File: src/rtl/ppaa_pkg.sv
// Shared types, constants and lookup functions for the principal axis angle block.
package ppaa_pkg;

    localparam int MAX_POINTS   = 1024;
    localparam int COORD_BITS   = 16;
    localparam int CNT_W        = $clog2(MAX_POINTS + 1);
    localparam int LOG_W        = $clog2(MAX_POINTS);
    localparam int SUM_W        = COORD_BITS + LOG_W;
    localparam int SQ_W         = 2 * COORD_BITS + LOG_W;
    localparam int MUL_W        = SUM_W + 1;
    localparam int ACC_W        = 2 * MUL_W;
    localparam int MAG_W        = ACC_W + 1;
    localparam int NORM_BITS    = 30;
    localparam int XY_W         = NORM_BITS + 4;
    localparam int CORDIC_STEPS = 17;
    localparam int ITER_W       = $clog2(CORDIC_STEPS);
    localparam int Z_W          = 20;
    localparam int ANGLE_W      = 16;
    localparam int ANGLE_LIMIT  = 25736;
    localparam int HALF_PI      = 102944;
    localparam int MIN_VALID    = 3;

    localparam logic [CNT_W-1:0]        MAX_CNT     = CNT_W'(MAX_POINTS);
    localparam logic [CNT_W-1:0]        MIN_CNT     = CNT_W'(MIN_VALID);
    localparam logic signed [Z_W-1:0]   HALF_PI_Z   = Z_W'(HALF_PI);
    localparam logic signed [Z_W-1:0]   ANG_MAX_Z   = Z_W'(ANGLE_LIMIT);
    localparam logic signed [Z_W-1:0]   ANG_MIN_Z   = Z_W'(-ANGLE_LIMIT);
    localparam logic signed [ANGLE_W-1:0] ANG_LIMIT_A = ANGLE_W'(ANGLE_LIMIT);

    typedef struct packed {
        logic signed [15:0] coord_x;
        logic signed [15:0] coord_z;
        logic               last_point;
    } point_t;

    typedef struct packed {
        logic signed [ANGLE_W-1:0] axis_angle;
        logic                      angle_valid;
        logic                      points_dropped;
    } result_t;

    // Target of one multiply micro-op
    typedef enum logic [2:0] {
        DST_XX,
        DST_XZ,
        DST_ZZ,
        DST_D,
        DST_C
    } dst_t;

    typedef struct packed {
        logic valid;
        dst_t dest;
        logic hi;
        logic sub;
    } mul_op_t;

    // Micro-op sequence: per-point products, then the covariance terms
    typedef enum logic [3:0] {
        OP_XX,
        OP_XZ,
        OP_ZZ,
        OP_NXX_LO,
        OP_NXX_HI,
        OP_SXX,
        OP_NZZ_LO,
        OP_NZZ_HI,
        OP_SZZ,
        OP_NXZ_LO,
        OP_NXZ_HI,
        OP_SXZ
    } op_t;

    typedef enum logic [2:0] {
        ST_IDLE,
        ST_MUL,
        ST_DRAIN,
        ST_ASTART,
        ST_ANGLE,
        ST_RESULT
    } state_t;

    typedef enum logic [1:0] {
        ANG_IDLE,
        ANG_NORM,
        ANG_ROT,
        ANG_FINISH
    } ang_state_t;

    typedef struct packed {
        logic                      done;
        logic signed [ANGLE_W-1:0] angle;
    } ang_res_t;

    // Arctangent of 2^-i in units of 2^-16 rad
    function automatic logic signed [Z_W-1:0] atan_lut(input logic [ITER_W-1:0] i);
        logic signed [Z_W-1:0] v;
        case (i)
            5'd0:    v = Z_W'(51472);
            5'd1:    v = Z_W'(30385);
            5'd2:    v = Z_W'(16055);
            5'd3:    v = Z_W'(8150);
            5'd4:    v = Z_W'(4091);
            5'd5:    v = Z_W'(2047);
            5'd6:    v = Z_W'(1024);
            5'd7:    v = Z_W'(512);
            5'd8:    v = Z_W'(256);
            5'd9:    v = Z_W'(128);
            5'd10:   v = Z_W'(64);
            5'd11:   v = Z_W'(32);
            5'd12:   v = Z_W'(16);
            5'd13:   v = Z_W'(8);
            5'd14:   v = Z_W'(4);
            5'd15:   v = Z_W'(2);
            5'd16:   v = Z_W'(1);
            default: v = '0;
        endcase
        return v;
    endfunction

endpackage

File: src/rtl/planar_principal_axis_angle_top.sv
// Principal axis angle of a point cluster in the x-z plane: sequencer, sums and result register.
//
// Points arrive one per transfer; the block sums x, z, x*x, x*z and z*z and, on the point
// flagged last, forms the n^2-scaled covariance and reports the major-axis angle modulo pi
// (radians * 16384, -25736..25736), with angle_valid low for fewer than three points and
// points_dropped high if points past the 1024-point bound were ignored. All products run
// through one shared 27x27 multiplier: an accepted point takes three products plus pipeline
// drain before point_ready returns, and a point past the bound is dropped with no products.
// A last point then adds the covariance products and drain, a start state, normalizing shifts
// that bring max(|A-B|, 2|C|) below 2^30, 17 CORDIC rotations, a finish state and a result
// state; a covariance with no spread skips the shifts and rotations, and fewer than three
// points go straight from the drain to the result state. The result sits in an
// output register, so the next cluster's points are taken while it waits for result_ready;
// the result cycle stretches only while the previous result is still waiting.
module planar_principal_axis_angle_top (
    input  logic              clk,
    input  logic              rst_n,
    input  logic              point_valid,
    output logic              point_ready,
    input  ppaa_pkg::point_t  point,
    output logic              result_valid,
    input  logic              result_ready,
    output ppaa_pkg::result_t result
);

    localparam int CB    = ppaa_pkg::COORD_BITS;
    localparam int SUM_W = ppaa_pkg::SUM_W;
    localparam int SQ_W  = ppaa_pkg::SQ_W;
    localparam int MUL_W = ppaa_pkg::MUL_W;
    localparam int ACC_W = ppaa_pkg::ACC_W;
    localparam int CNT_W = ppaa_pkg::CNT_W;

    ppaa_pkg::state_t  state_reg, state_next;
    ppaa_pkg::op_t     step_reg, step_next;
    logic              last_reg, last_next;
    logic              ovf_reg, ovf_next;
    logic [CNT_W-1:0]  count_reg, count_next;
    logic signed [CB-1:0]    px_reg, px_next, pz_reg, pz_next;
    logic signed [SUM_W-1:0] sum_x_reg, sum_x_next, sum_z_reg, sum_z_next;
    logic signed [SQ_W-1:0]  sum_xx_reg, sum_xx_next, sum_xz_reg, sum_xz_next;
    logic signed [SQ_W-1:0]  sum_zz_reg, sum_zz_next;
    logic signed [ACC_W-1:0] acc_d_reg, acc_d_next, acc_c_reg, acc_c_next;
    logic              res_valid_reg, res_valid_next;
    ppaa_pkg::result_t res_reg, res_next;

    logic                    accept, fits, out_free, ang_start;
    ppaa_pkg::mul_op_t       mul_op, mul_q;
    logic signed [MUL_W-1:0] mul_a, mul_b;
    logic signed [ACC_W-1:0] prod_q, term, addend;
    logic signed [MUL_W-1:0] n_op, sx_op, sz_op, px_op, pz_op;
    logic signed [MUL_W-1:0] xx_lo, xz_lo, zz_lo;
    logic signed [CB-1:0]    xx_hi, xz_hi, zz_hi;
    ppaa_pkg::ang_res_t      ang;

    assign point_ready  = (state_reg == ppaa_pkg::ST_IDLE);
    assign accept       = point_valid && point_ready;
    assign fits         = (count_reg < ppaa_pkg::MAX_CNT);
    assign out_free     = !res_valid_reg || result_ready;
    assign result_valid = res_valid_reg;
    assign result       = res_reg;

    // Operand select for the shared multiplier
    always_comb
    begin
        n_op  = signed'({{(MUL_W-CNT_W){1'b0}}, count_reg});
        sx_op = MUL_W'(sum_x_reg);
        sz_op = MUL_W'(sum_z_reg);
        px_op = MUL_W'(px_reg);
        pz_op = MUL_W'(pz_reg);
        xx_lo = signed'({{(MUL_W-SUM_W){1'b0}}, sum_xx_reg[SUM_W-1:0]});
        xz_lo = signed'({{(MUL_W-SUM_W){1'b0}}, sum_xz_reg[SUM_W-1:0]});
        zz_lo = signed'({{(MUL_W-SUM_W){1'b0}}, sum_zz_reg[SUM_W-1:0]});
        xx_hi = sum_xx_reg[SQ_W-1:SUM_W];
        xz_hi = sum_xz_reg[SQ_W-1:SUM_W];
        zz_hi = sum_zz_reg[SQ_W-1:SUM_W];

        mul_a        = '0;
        mul_b        = '0;
        mul_op.valid = (state_reg == ppaa_pkg::ST_MUL);
        mul_op.dest  = ppaa_pkg::DST_D;
        mul_op.hi    = 1'b0;
        mul_op.sub   = 1'b0;

        unique case (step_reg)
            ppaa_pkg::OP_XX:
            begin
                mul_a = px_op; mul_b = px_op; mul_op.dest = ppaa_pkg::DST_XX;
            end
            ppaa_pkg::OP_XZ:
            begin
                mul_a = px_op; mul_b = pz_op; mul_op.dest = ppaa_pkg::DST_XZ;
            end
            ppaa_pkg::OP_ZZ:
            begin
                mul_a = pz_op; mul_b = pz_op; mul_op.dest = ppaa_pkg::DST_ZZ;
            end
            ppaa_pkg::OP_NXX_LO:
            begin
                mul_a = n_op; mul_b = xx_lo;
            end
            ppaa_pkg::OP_NXX_HI:
            begin
                mul_a = n_op; mul_b = MUL_W'(xx_hi); mul_op.hi = 1'b1;
            end
            ppaa_pkg::OP_SXX:
            begin
                mul_a = sx_op; mul_b = sx_op; mul_op.sub = 1'b1;
            end
            ppaa_pkg::OP_NZZ_LO:
            begin
                mul_a = n_op; mul_b = zz_lo; mul_op.sub = 1'b1;
            end
            ppaa_pkg::OP_NZZ_HI:
            begin
                mul_a = n_op; mul_b = MUL_W'(zz_hi); mul_op.hi = 1'b1; mul_op.sub = 1'b1;
            end
            ppaa_pkg::OP_SZZ:
            begin
                mul_a = sz_op; mul_b = sz_op;
            end
            ppaa_pkg::OP_NXZ_LO:
            begin
                mul_a = n_op; mul_b = xz_lo; mul_op.dest = ppaa_pkg::DST_C;
            end
            ppaa_pkg::OP_NXZ_HI:
            begin
                mul_a = n_op; mul_b = MUL_W'(xz_hi); mul_op.dest = ppaa_pkg::DST_C;
                mul_op.hi = 1'b1;
            end
            ppaa_pkg::OP_SXZ:
            begin
                mul_a = sx_op; mul_b = sz_op; mul_op.dest = ppaa_pkg::DST_C;
                mul_op.sub = 1'b1;
            end
            default:
            begin
                mul_op.valid = 1'b0;
            end
        endcase
    end

    ppaa_mul u_mul (
        .clk    (clk),
        .rst_n  (rst_n),
        .op     (mul_op),
        .a      (mul_a),
        .b      (mul_b),
        .op_q   (mul_q),
        .prod_q (prod_q)
    );

    ppaa_angle u_angle (
        .clk   (clk),
        .rst_n (rst_n),
        .start (ang_start),
        .d     (acc_d_reg),
        .c     (acc_c_reg),
        .res   (ang)
    );

    always_comb
    begin
        term   = mul_q.hi ? {prod_q[ACC_W-SUM_W-1:0], {SUM_W{1'b0}}} : prod_q;
        addend = mul_q.sub ? -term : term;

        state_next     = state_reg;
        step_next      = step_reg;
        last_next      = last_reg;
        ovf_next       = ovf_reg;
        count_next     = count_reg;
        px_next        = px_reg;
        pz_next        = pz_reg;
        sum_x_next     = sum_x_reg;
        sum_z_next     = sum_z_reg;
        sum_xx_next    = sum_xx_reg;
        sum_xz_next    = sum_xz_reg;
        sum_zz_next    = sum_zz_reg;
        acc_d_next     = acc_d_reg;
        acc_c_next     = acc_c_reg;
        res_valid_next = res_valid_reg;
        res_next       = res_reg;
        ang_start      = 1'b0;

        // Retire the product issued last cycle
        if (mul_q.valid)
        begin
            case (mul_q.dest)
                ppaa_pkg::DST_XX: sum_xx_next = sum_xx_reg + addend[SQ_W-1:0];
                ppaa_pkg::DST_XZ: sum_xz_next = sum_xz_reg + addend[SQ_W-1:0];
                ppaa_pkg::DST_ZZ: sum_zz_next = sum_zz_reg + addend[SQ_W-1:0];
                ppaa_pkg::DST_D:  acc_d_next  = acc_d_reg + addend;
                ppaa_pkg::DST_C:  acc_c_next  = acc_c_reg + addend;
                default:          acc_d_next  = acc_d_reg;
            endcase
        end

        if (res_valid_reg && result_ready)
        begin
            res_valid_next = 1'b0;
        end

        unique case (state_reg)
            ppaa_pkg::ST_IDLE:
            begin
                if (accept)
                begin
                    last_next = point.last_point;
                    if (fits)
                    begin
                        count_next = count_reg + 1'b1;
                        px_next    = point.coord_x[CB-1:0];
                        pz_next    = point.coord_z[CB-1:0];
                        sum_x_next = sum_x_reg + SUM_W'(signed'(point.coord_x[CB-1:0]));
                        sum_z_next = sum_z_reg + SUM_W'(signed'(point.coord_z[CB-1:0]));
                        step_next  = ppaa_pkg::OP_XX;
                        state_next = ppaa_pkg::ST_MUL;
                    end
                    else
                    begin
                        // Cluster full: drop the point, still close out on the last one
                        ovf_next = 1'b1;
                        if (point.last_point)
                        begin
                            acc_d_next = '0;
                            acc_c_next = '0;
                            step_next  = ppaa_pkg::OP_NXX_LO;
                            state_next = ppaa_pkg::ST_MUL;
                        end
                    end
                end
            end
            ppaa_pkg::ST_MUL:
            begin
                if (step_reg == ppaa_pkg::OP_ZZ || step_reg == ppaa_pkg::OP_SXZ)
                begin
                    state_next = ppaa_pkg::ST_DRAIN;
                end
                else
                begin
                    step_next = ppaa_pkg::op_t'(step_reg + 1'b1);
                end
            end
            ppaa_pkg::ST_DRAIN:
            begin
                if (step_reg == ppaa_pkg::OP_SXZ)
                begin
                    state_next = ppaa_pkg::ST_ASTART;
                end
                else if (last_reg)
                begin
                    if (count_reg >= ppaa_pkg::MIN_CNT)
                    begin
                        acc_d_next = '0;
                        acc_c_next = '0;
                        step_next  = ppaa_pkg::OP_NXX_LO;
                        state_next = ppaa_pkg::ST_MUL;
                    end
                    else
                    begin
                        state_next = ppaa_pkg::ST_RESULT;
                    end
                end
                else
                begin
                    state_next = ppaa_pkg::ST_IDLE;
                end
            end
            ppaa_pkg::ST_ASTART:
            begin
                ang_start  = 1'b1;
                state_next = ppaa_pkg::ST_ANGLE;
            end
            ppaa_pkg::ST_ANGLE:
            begin
                if (ang.done)
                begin
                    state_next = ppaa_pkg::ST_RESULT;
                end
            end
            ppaa_pkg::ST_RESULT:
            begin
                // Hold until the output register is free, then clear for the next cluster
                if (out_free)
                begin
                    res_valid_next          = 1'b1;
                    res_next.angle_valid    = (count_reg >= ppaa_pkg::MIN_CNT);
                    res_next.axis_angle     = (count_reg >= ppaa_pkg::MIN_CNT) ? ang.angle : '0;
                    res_next.points_dropped = ovf_reg;
                    count_next  = '0;
                    ovf_next    = 1'b0;
                    last_next   = 1'b0;
                    sum_x_next  = '0;
                    sum_z_next  = '0;
                    sum_xx_next = '0;
                    sum_xz_next = '0;
                    sum_zz_next = '0;
                    state_next  = ppaa_pkg::ST_IDLE;
                end
            end
            default:
            begin
                state_next = ppaa_pkg::ST_IDLE;
            end
        endcase
    end

    always_ff @(posedge clk or negedge rst_n)
    begin
        if (!rst_n)
        begin
            state_reg     <= ppaa_pkg::ST_IDLE;
            step_reg      <= ppaa_pkg::OP_XX;
            last_reg      <= 1'b0;
            ovf_reg       <= 1'b0;
            count_reg     <= '0;
            sum_x_reg     <= '0;
            sum_z_reg     <= '0;
            sum_xx_reg    <= '0;
            sum_xz_reg    <= '0;
            sum_zz_reg    <= '0;
            res_valid_reg <= 1'b0;
        end
        else
        begin
            state_reg     <= state_next;
            step_reg      <= step_next;
            last_reg      <= last_next;
            ovf_reg       <= ovf_next;
            count_reg     <= count_next;
            sum_x_reg     <= sum_x_next;
            sum_z_reg     <= sum_z_next;
            sum_xx_reg    <= sum_xx_next;
            sum_xz_reg    <= sum_xz_next;
            sum_zz_reg    <= sum_zz_next;
            res_valid_reg <= res_valid_next;
        end
    end

    always_ff @(posedge clk)
    begin
        px_reg    <= px_next;
        pz_reg    <= pz_next;
        acc_d_reg <= acc_d_next;
        acc_c_reg <= acc_c_next;
        res_reg   <= res_next;
    end

    a_count_bound: assert property (@(posedge clk) disable iff (!rst_n)
        count_reg <= ppaa_pkg::MAX_CNT)
        else $error("point count past bound");

    a_mul_issue: assert property (@(posedge clk) disable iff (!rst_n)
        mul_q.valid |-> $past(state_reg == ppaa_pkg::ST_MUL))
        else $error("product retired without an issue");

    a_angle_done: assert property (@(posedge clk) disable iff (!rst_n)
        ang.done |-> state_reg == ppaa_pkg::ST_ANGLE)
        else $error("angle unit finished while not awaited");

    a_invalid_zero: assert property (@(posedge clk) disable iff (!rst_n)
        (res_valid_reg && !res_reg.angle_valid) |-> res_reg.axis_angle == '0)
        else $error("nonzero angle on a short cluster");

    a_angle_range: assert property (@(posedge clk) disable iff (!rst_n)
        res_valid_reg |-> (res_reg.axis_angle <= ppaa_pkg::ANG_LIMIT_A
                           && res_reg.axis_angle >= -ppaa_pkg::ANG_LIMIT_A))
        else $error("angle outside limit");

endmodule

File: src/rtl/ppaa_mul.sv
// Shared signed multiplier with registered product and micro-op tag.
module ppaa_mul (
    input  logic                                   clk,
    input  logic                                   rst_n,
    input  ppaa_pkg::mul_op_t                      op,
    input  logic signed [ppaa_pkg::MUL_W-1:0]      a,
    input  logic signed [ppaa_pkg::MUL_W-1:0]      b,
    output ppaa_pkg::mul_op_t                      op_q,
    output logic signed [ppaa_pkg::ACC_W-1:0]      prod_q
);

    ppaa_pkg::mul_op_t                 op_reg;
    logic signed [ppaa_pkg::ACC_W-1:0] prod_reg;
    logic signed [ppaa_pkg::ACC_W-1:0] prod_next;

    assign prod_next = a * b;

    always_ff @(posedge clk or negedge rst_n)
    begin
        if (!rst_n)
        begin
            op_reg <= ppaa_pkg::mul_op_t'('0);
        end
        else
        begin
            op_reg <= op;
        end
    end

    always_ff @(posedge clk)
    begin
        prod_reg <= prod_next;
    end

    assign op_q   = op_reg;
    assign prod_q = prod_reg;

endmodule

File: src/rtl/ppaa_angle.sv
// Normalizer and iterative vectoring CORDIC giving the halved atan2 of the covariance terms.
module ppaa_angle (
    input  logic                              clk,
    input  logic                              rst_n,
    input  logic                              start,
    input  logic signed [ppaa_pkg::ACC_W-1:0] d,
    input  logic signed [ppaa_pkg::ACC_W-1:0] c,
    output ppaa_pkg::ang_res_t                res
);

    localparam int MAG_W = ppaa_pkg::MAG_W;
    localparam int XY_W  = ppaa_pkg::XY_W;
    localparam int Z_W   = ppaa_pkg::Z_W;
    localparam int NB    = ppaa_pkg::NORM_BITS;

    ppaa_pkg::ang_state_t st_reg, st_next;
    logic [MAG_W-1:0]                     mx_reg, mx_next, my_reg, my_next;
    logic                                 dneg_reg, dneg_next, cneg_reg, cneg_next;
    logic signed [XY_W-1:0]               x_reg, x_next, y_reg, y_next;
    logic signed [Z_W-1:0]                z_reg, z_next;
    logic [ppaa_pkg::ITER_W-1:0]          it_reg, it_next;
    logic signed [ppaa_pkg::ANGLE_W-1:0]  angle_reg, angle_next;

    logic signed [MAG_W-1:0] d_ext, c_ext;
    logic [MAG_W-1:0]        d_mag, c_mag, c_mag2;
    logic                    wide;
    logic signed [XY_W-1:0]  xs, ys, x0, y0, xr, yr, dx, dy;
    logic signed [Z_W-1:0]   zr, ta, zr4, th;

    always_comb
    begin
        d_ext  = MAG_W'(d);
        c_ext  = MAG_W'(c);
        d_mag  = d[ppaa_pkg::ACC_W-1] ? -d_ext : d_ext;
        c_mag  = c[ppaa_pkg::ACC_W-1] ? -c_ext : c_ext;
        c_mag2 = {c_mag[MAG_W-2:0], 1'b0};
        wide   = |(mx_reg[MAG_W-1:NB] | my_reg[MAG_W-1:NB]);

        xs = signed'({{(XY_W-NB){1'b0}}, mx_reg[NB-1:0]});
        ys = signed'({{(XY_W-NB){1'b0}}, my_reg[NB-1:0]});
        x0 = dneg_reg ? -xs : xs;
        y0 = cneg_reg ? -ys : ys;

        // Pre-rotate by a quarter turn when the x term points left
        if (x0 < 0)
        begin
            if (y0 >= 0)
            begin
                xr = y0;
                yr = -x0;
                zr = ppaa_pkg::HALF_PI_Z;
            end
            else
            begin
                xr = -y0;
                yr = x0;
                zr = -ppaa_pkg::HALF_PI_Z;
            end
        end
        else
        begin
            xr = x0;
            yr = y0;
            zr = '0;
        end

        dx  = y_reg >>> it_reg;
        dy  = x_reg >>> it_reg;
        ta  = ppaa_pkg::atan_lut(it_reg);
        zr4 = z_reg + Z_W'(4);
        th  = zr4 >>> 3;
    end

    always_comb
    begin
        st_next    = st_reg;
        mx_next    = mx_reg;
        my_next    = my_reg;
        dneg_next  = dneg_reg;
        cneg_next  = cneg_reg;
        x_next     = x_reg;
        y_next     = y_reg;
        z_next     = z_reg;
        it_next    = it_reg;
        angle_next = angle_reg;

        unique case (st_reg)
            ppaa_pkg::ANG_IDLE:
            begin
                if (start)
                begin
                    mx_next   = d_mag;
                    my_next   = c_mag2;
                    dneg_next = d[ppaa_pkg::ACC_W-1];
                    cneg_next = c[ppaa_pkg::ACC_W-1];
                    if (d_mag == '0 && c_mag2 == '0)
                    begin
                        z_next  = '0;
                        st_next = ppaa_pkg::ANG_FINISH;
                    end
                    else
                    begin
                        st_next = ppaa_pkg::ANG_NORM;
                    end
                end
            end
            ppaa_pkg::ANG_NORM:
            begin
                // Shift both magnitudes together until they fit the CORDIC range
                if (wide)
                begin
                    mx_next = mx_reg >> 1;
                    my_next = my_reg >> 1;
                end
                else
                begin
                    x_next  = xr;
                    y_next  = yr;
                    z_next  = zr;
                    it_next = '0;
                    st_next = ppaa_pkg::ANG_ROT;
                end
            end
            ppaa_pkg::ANG_ROT:
            begin
                if (y_reg > 0)
                begin
                    x_next = x_reg + dx;
                    y_next = y_reg - dy;
                    z_next = z_reg + ta;
                end
                else
                begin
                    x_next = x_reg - dx;
                    y_next = y_reg + dy;
                    z_next = z_reg - ta;
                end
                if (it_reg == ppaa_pkg::ITER_W'(ppaa_pkg::CORDIC_STEPS - 1))
                begin
                    st_next = ppaa_pkg::ANG_FINISH;
                end
                else
                begin
                    it_next = it_reg + 1'b1;
                end
            end
            ppaa_pkg::ANG_FINISH:
            begin
                if (th > ppaa_pkg::ANG_MAX_Z)
                begin
                    angle_next = ppaa_pkg::ANGLE_W'(ppaa_pkg::ANG_MAX_Z);
                end
                else if (th < ppaa_pkg::ANG_MIN_Z)
                begin
                    angle_next = ppaa_pkg::ANGLE_W'(ppaa_pkg::ANG_MIN_Z);
                end
                else
                begin
                    angle_next = ppaa_pkg::ANGLE_W'(th);
                end
                st_next = ppaa_pkg::ANG_IDLE;
            end
            default:
            begin
                st_next = ppaa_pkg::ANG_IDLE;
            end
        endcase
    end

    always_ff @(posedge clk or negedge rst_n)
    begin
        if (!rst_n)
        begin
            st_reg <= ppaa_pkg::ANG_IDLE;
            it_reg <= '0;
        end
        else
        begin
            st_reg <= st_next;
            it_reg <= it_next;
        end
    end

    always_ff @(posedge clk)
    begin
        mx_reg    <= mx_next;
        my_reg    <= my_next;
        dneg_reg  <= dneg_next;
        cneg_reg  <= cneg_next;
        x_reg     <= x_next;
        y_reg     <= y_next;
        z_reg     <= z_next;
        angle_reg <= angle_next;
    end

    assign res.done  = (st_reg == ppaa_pkg::ANG_FINISH);
    assign res.angle = angle_reg;

endmodule
File: config.mk
export PLATFORM = sky130hd
export DESIGN_NAME = planar_principal_axis_angle_top
export DESIGN_NICKNAME = d
export VERILOG_FILES = /design/src/rtl/ppaa_pkg.sv /design/src/rtl/planar_principal_axis_angle_top.sv /design/src/rtl/ppaa_mul.sv /design/src/rtl/ppaa_angle.sv
export SDC_FILE = /design/constraint.sdc
export NUM_CORES = 2
export LEC_CHECK = 0
export BUFFER_PORTS_ARGS = -buffer_cell sky130_fd_sc_hd__buf_4
export CORE_MARGIN = 1
export CORE_UTILIZATION = 40
export DETAILED_ROUTE_END_ITERATION = 10
export GPL_TIMING_DRIVEN = 0
export PLACE_DENSITY = 0.69
export RECOVER_POWER = 50
export SETUP_SLACK_MARGIN = 0.5
export SLEW_MARGIN = 20
export SYNTH_ARGS = -nofsm -noshare
export SYNTH_HDL_FRONTEND = slang
export SYNTH_SLANG_ARGS = --single-unit
export TNS_END_PERCENT = 5
File: constraint.sdc
create_clock -name clk -period 9.1 [get_ports clk]
set_input_delay 1.82 -clock clk [delete_from_list [all_inputs] [get_ports clk]]
set_output_delay 1.82 -clock clk [all_outputs]
set_load 0.01 [all_outputs]
==> metrics.md <==
| Metric | Value |
|---|---|
| Nets | `roughly 12000` |
| DR iter-0 viols | `9340` |
| Hold-fix buffers, CTS | `0` |
| Critical Path RT | `9.71 ns` |
| Crit path kind | `flip-flop to flip-flop` |
| CP dominant cell by count | `fa_1` |
| Complex-gate fraction of the synthesized area | `between 10% and 20%` |
| Initial antenna violation count | `19` |
| Synth warnings | `0` |
| Critical path's top delay family | `adder cells` |
| Crit path to | `u_mul.prod_q[50]` |
| Gpl congestion | `1.08` |
| Number of distinct library cells after synthesis | `100` |
| Storage element area | `0.0165 mm2` |
| Fin. Hold Viols | `0` |
| Max Cap Viol | `5` |
| H-tree depth | `3` |
| Asr flop ratio synth | `between 30% and 40%` |
| Mux contribution to synthesized area | `4.24%` |
| Final hold slack | `0.457 ns` |
| Area occupied by multi-input gates | `0.0625 mm2` |
| P&R area growth vs syn | `11.1%` |
| Vias/cell | `6.06` |
| Post-Synth XOR/XNOR Area | `7.25%` |
| GRT Residual Overflow | `0` |
| Count leader, synth | `nand2_1` |
| Top cell types by occurrence after synthesis | `1445 x nand2_1, 1016 x inv_1, 753 x fa_1, 745 x a21oi_1, 713 x nor2_1` |
| Worst-path clk slew | `0.06 ns` |
| Synth area leader | `fa_1` |
| Vias | `79470` |
| Clk_lat worst skew | `0.74 ns` |
| Worst slack at placement | `-2.58 ns` |
| Main synth FF type | `edfxtp_1` |
| Status | `complete, but fails checks` |
| Period utilization | `104%` |
| Largest net degree at the start of global routing | `92` |
| Synth top area share | `~18%` |
| Global-route wire length before repair | `just over 500000 um` |
| Post-synthesis register bit count | `640` |
| CP Launch Point | `step_reg[0]` |
| Post-synthesis sequential area ratio | `19.7%` |
| Crit path depth | `33` |
| Layout Utilization | `between 40% and 50%` |
| Setup Total Neg Slack | `-1.16 ns` |
| Largest family of logic cells by synthesized area | `adder cells` |
| CTS tree | `done` |
| Die ar. | `0.211 mm2` |
| Unrepaired setup endpoints after global routing | `yes` |
| Fmax | `between 0.1 and 0.15 GHz` |
| Syn avg cell area | `8.38 um2` |
| Reg-to-reg startpoint | `step_reg[0]` |
| CP Capture Type | `flip-flop` |
| Root Buffer | `clkbuf_16` |
| Simple-Gate Fraction of Synth Area | `between 10% and 20%` |
| DR DRC count | `0` |
| Crit-path max FO | `5` |
| Violated checks | `max-capacitance violations, max-slew violations, negative setup slack` |
| Core box area | `~0.21 mm2` |
| Reg2Reg Setup Slack | `-0.39 ns` |
| Post-synth EDFFs | `between 200 and 300` |
| Slew Viols, Final | `249` |
| Hold crit path type | `flip-flop to flip-flop` |
| Min Tclk post-route | `9.49 ns` |
| Placement Rows | `167` |
| Arrival time at the worst endpoint | `about 10 ns` |
| Post-Route WL | `347000 um` |
| DRT Pass-1 Iters | `10` |
| Cells after synthesis | `10004` |
| WP buf/inv | `7` |
| All-layer global routing usage | `between 30% and 40%` |
| CP peak stage delay | `0.73 ns` |
| Initial core utilization | `40.3%` |
| HPWL after DPL | `280000 um` |
| Port Buffers | `56` |
| Crit-path slowest cell | `a222oi_1` |
| I/O Pins | `57` |
| Layout Skew | `0.0399 ns` |
| Post-DRT Antenna Nets | `0` |
| Vias in the first global route | `just under 80000` |
| Share of layout cells above drive strength 1 | `8.06%` |
| Relative slew margins | `-238%` |
| Syn Nets | `11348` |
| Slew @ Worst Pin | `5.07 ns` |
| Fill count | `20418` |
| Setup violators final | `7` |
| R2r endpoint | `u_mul.prod_q[50]` |
| Setup crit start kind | `flip-flop` |
| Total clock sinks | `640` |
| CTS Buffer Depth | `3` |
| Num CTS Buffers | `81` |
| Routed wire per std cell | `26.5 um` |
| Worst Reg-to-Reg Cells | `33` |
| Synth Area in Adders | `26.3%` |
| Synth area leaders | `fa_1 18%, edfxtp_1 9.5%, ha_1 8.3%` |
| Die X | `460 um` |
| Die Y-Extent | `460 um` |
| Post-route setup slack | `-0.395 ns` |
| Post-Syn Area | `0.0838 mm2` |
## worst register-to-register path: cells and delay by family, from the launching register on
family,cells,cell delay [ns]
AOI/OAI and AO/OA,10,3.02
xor gates and xnor gates,1,0.12
adders and majority gates,9,4.11
buffers and inverters,7,0.85
DFF,1,0.43
and+or+nand+nor,6,0.85
## per-stage QoR
stage / area (um2) / cells
CTS: 93300 / 13106
global route: 93100 / 13112
floorplan: 83800 / 10004
finish: 93100 / 13114
detailed placement: 89000 / 12911
global placement: 87700 / 12848
## routing by layer
layer / track usage [%] / wire length (um) / vias to the layer above
met3: 7.12 / 35700 / 993
met5: 0 / 69 / -
li1: - / - / 34970
met1: 42.3 / 138000 / 39054
met2: 48.9 / 148000 / 4443
met4: 19.2 / 25800 / 10
## what timing repair did
| item | 4_1_cts | 5_1_grt |
|---|---|---|
| pin swaps | 51 | 16 |
| buffers inserted | 48 | 6 |
| gates resized for setup | 358 | 68 |
| endpoints found under the setup margin | 59 | 44 |
## worst min path at each step
stage,end,slack (ns),cells past startpoint,from
after detailed placement,result[0],0.44,0,ovf_reg
after global routing,result[0],0.47,0,ovf_reg
after floorplan,u_angle.dneg_reg,0.41,0,acc_d_reg[53]
final,result[0],0.46,0,ovf_reg
after CTS,result[0],0.46,0,ovf_reg
after global placement,result[0],0.45,0,ovf_reg
## cell type report
type | count | share of cell area (%)
timing repair buffer | 173 | 1.47
antenna | 2 | 0.00538
inverter | 1020 | 4.12
clock inverter | 44 | 0.544
multi-input combinational | 7843 | 67.2
sequential | 640 | 17.8
clock buffer | 103 | 2.50
tap | 2788 | 3.75
buffer | 501 | 2.64
## logic make-up (layout without fill, tap and decap cells)
group / Yosys count / count (layout)
adder cells (fa/ha/maj): 1309 / 1309
buffers and inverters: 1521 / 1841
flip-flops: 640 / 640
multiplexers: 246 / 246
AND/OR/NAND/NOR: 3185 / 3185
AO/OA/AOI/OAI: 2408 / 2408
other: 1 / 3
XOR/XNOR: 694 / 694
## cells in the final DEF, fill, tap and decap left out, types with 87 or more instances in the layout
cell type	n
a211oi_1	101
clkbuf_1	353
nand2_1	1433
dfrtp_1	209
xor2_1	272
ha_1	543
clkbuf_16	89
dfxtp_1	162
or3_1	96
fa_1	746
edfxtp_1	266
nor2_1	703
a21oi_1	739
nand3_1	150
a31oi_1	98
inv_1	1007
o21ai_0	508
nor3_1	130
nor2b_1	87
xnor2_1	393
a21o_1	252
Power is not shown: default switching activity piles up to over one toggle a cycle in this logic, so the estimate is an artifact.
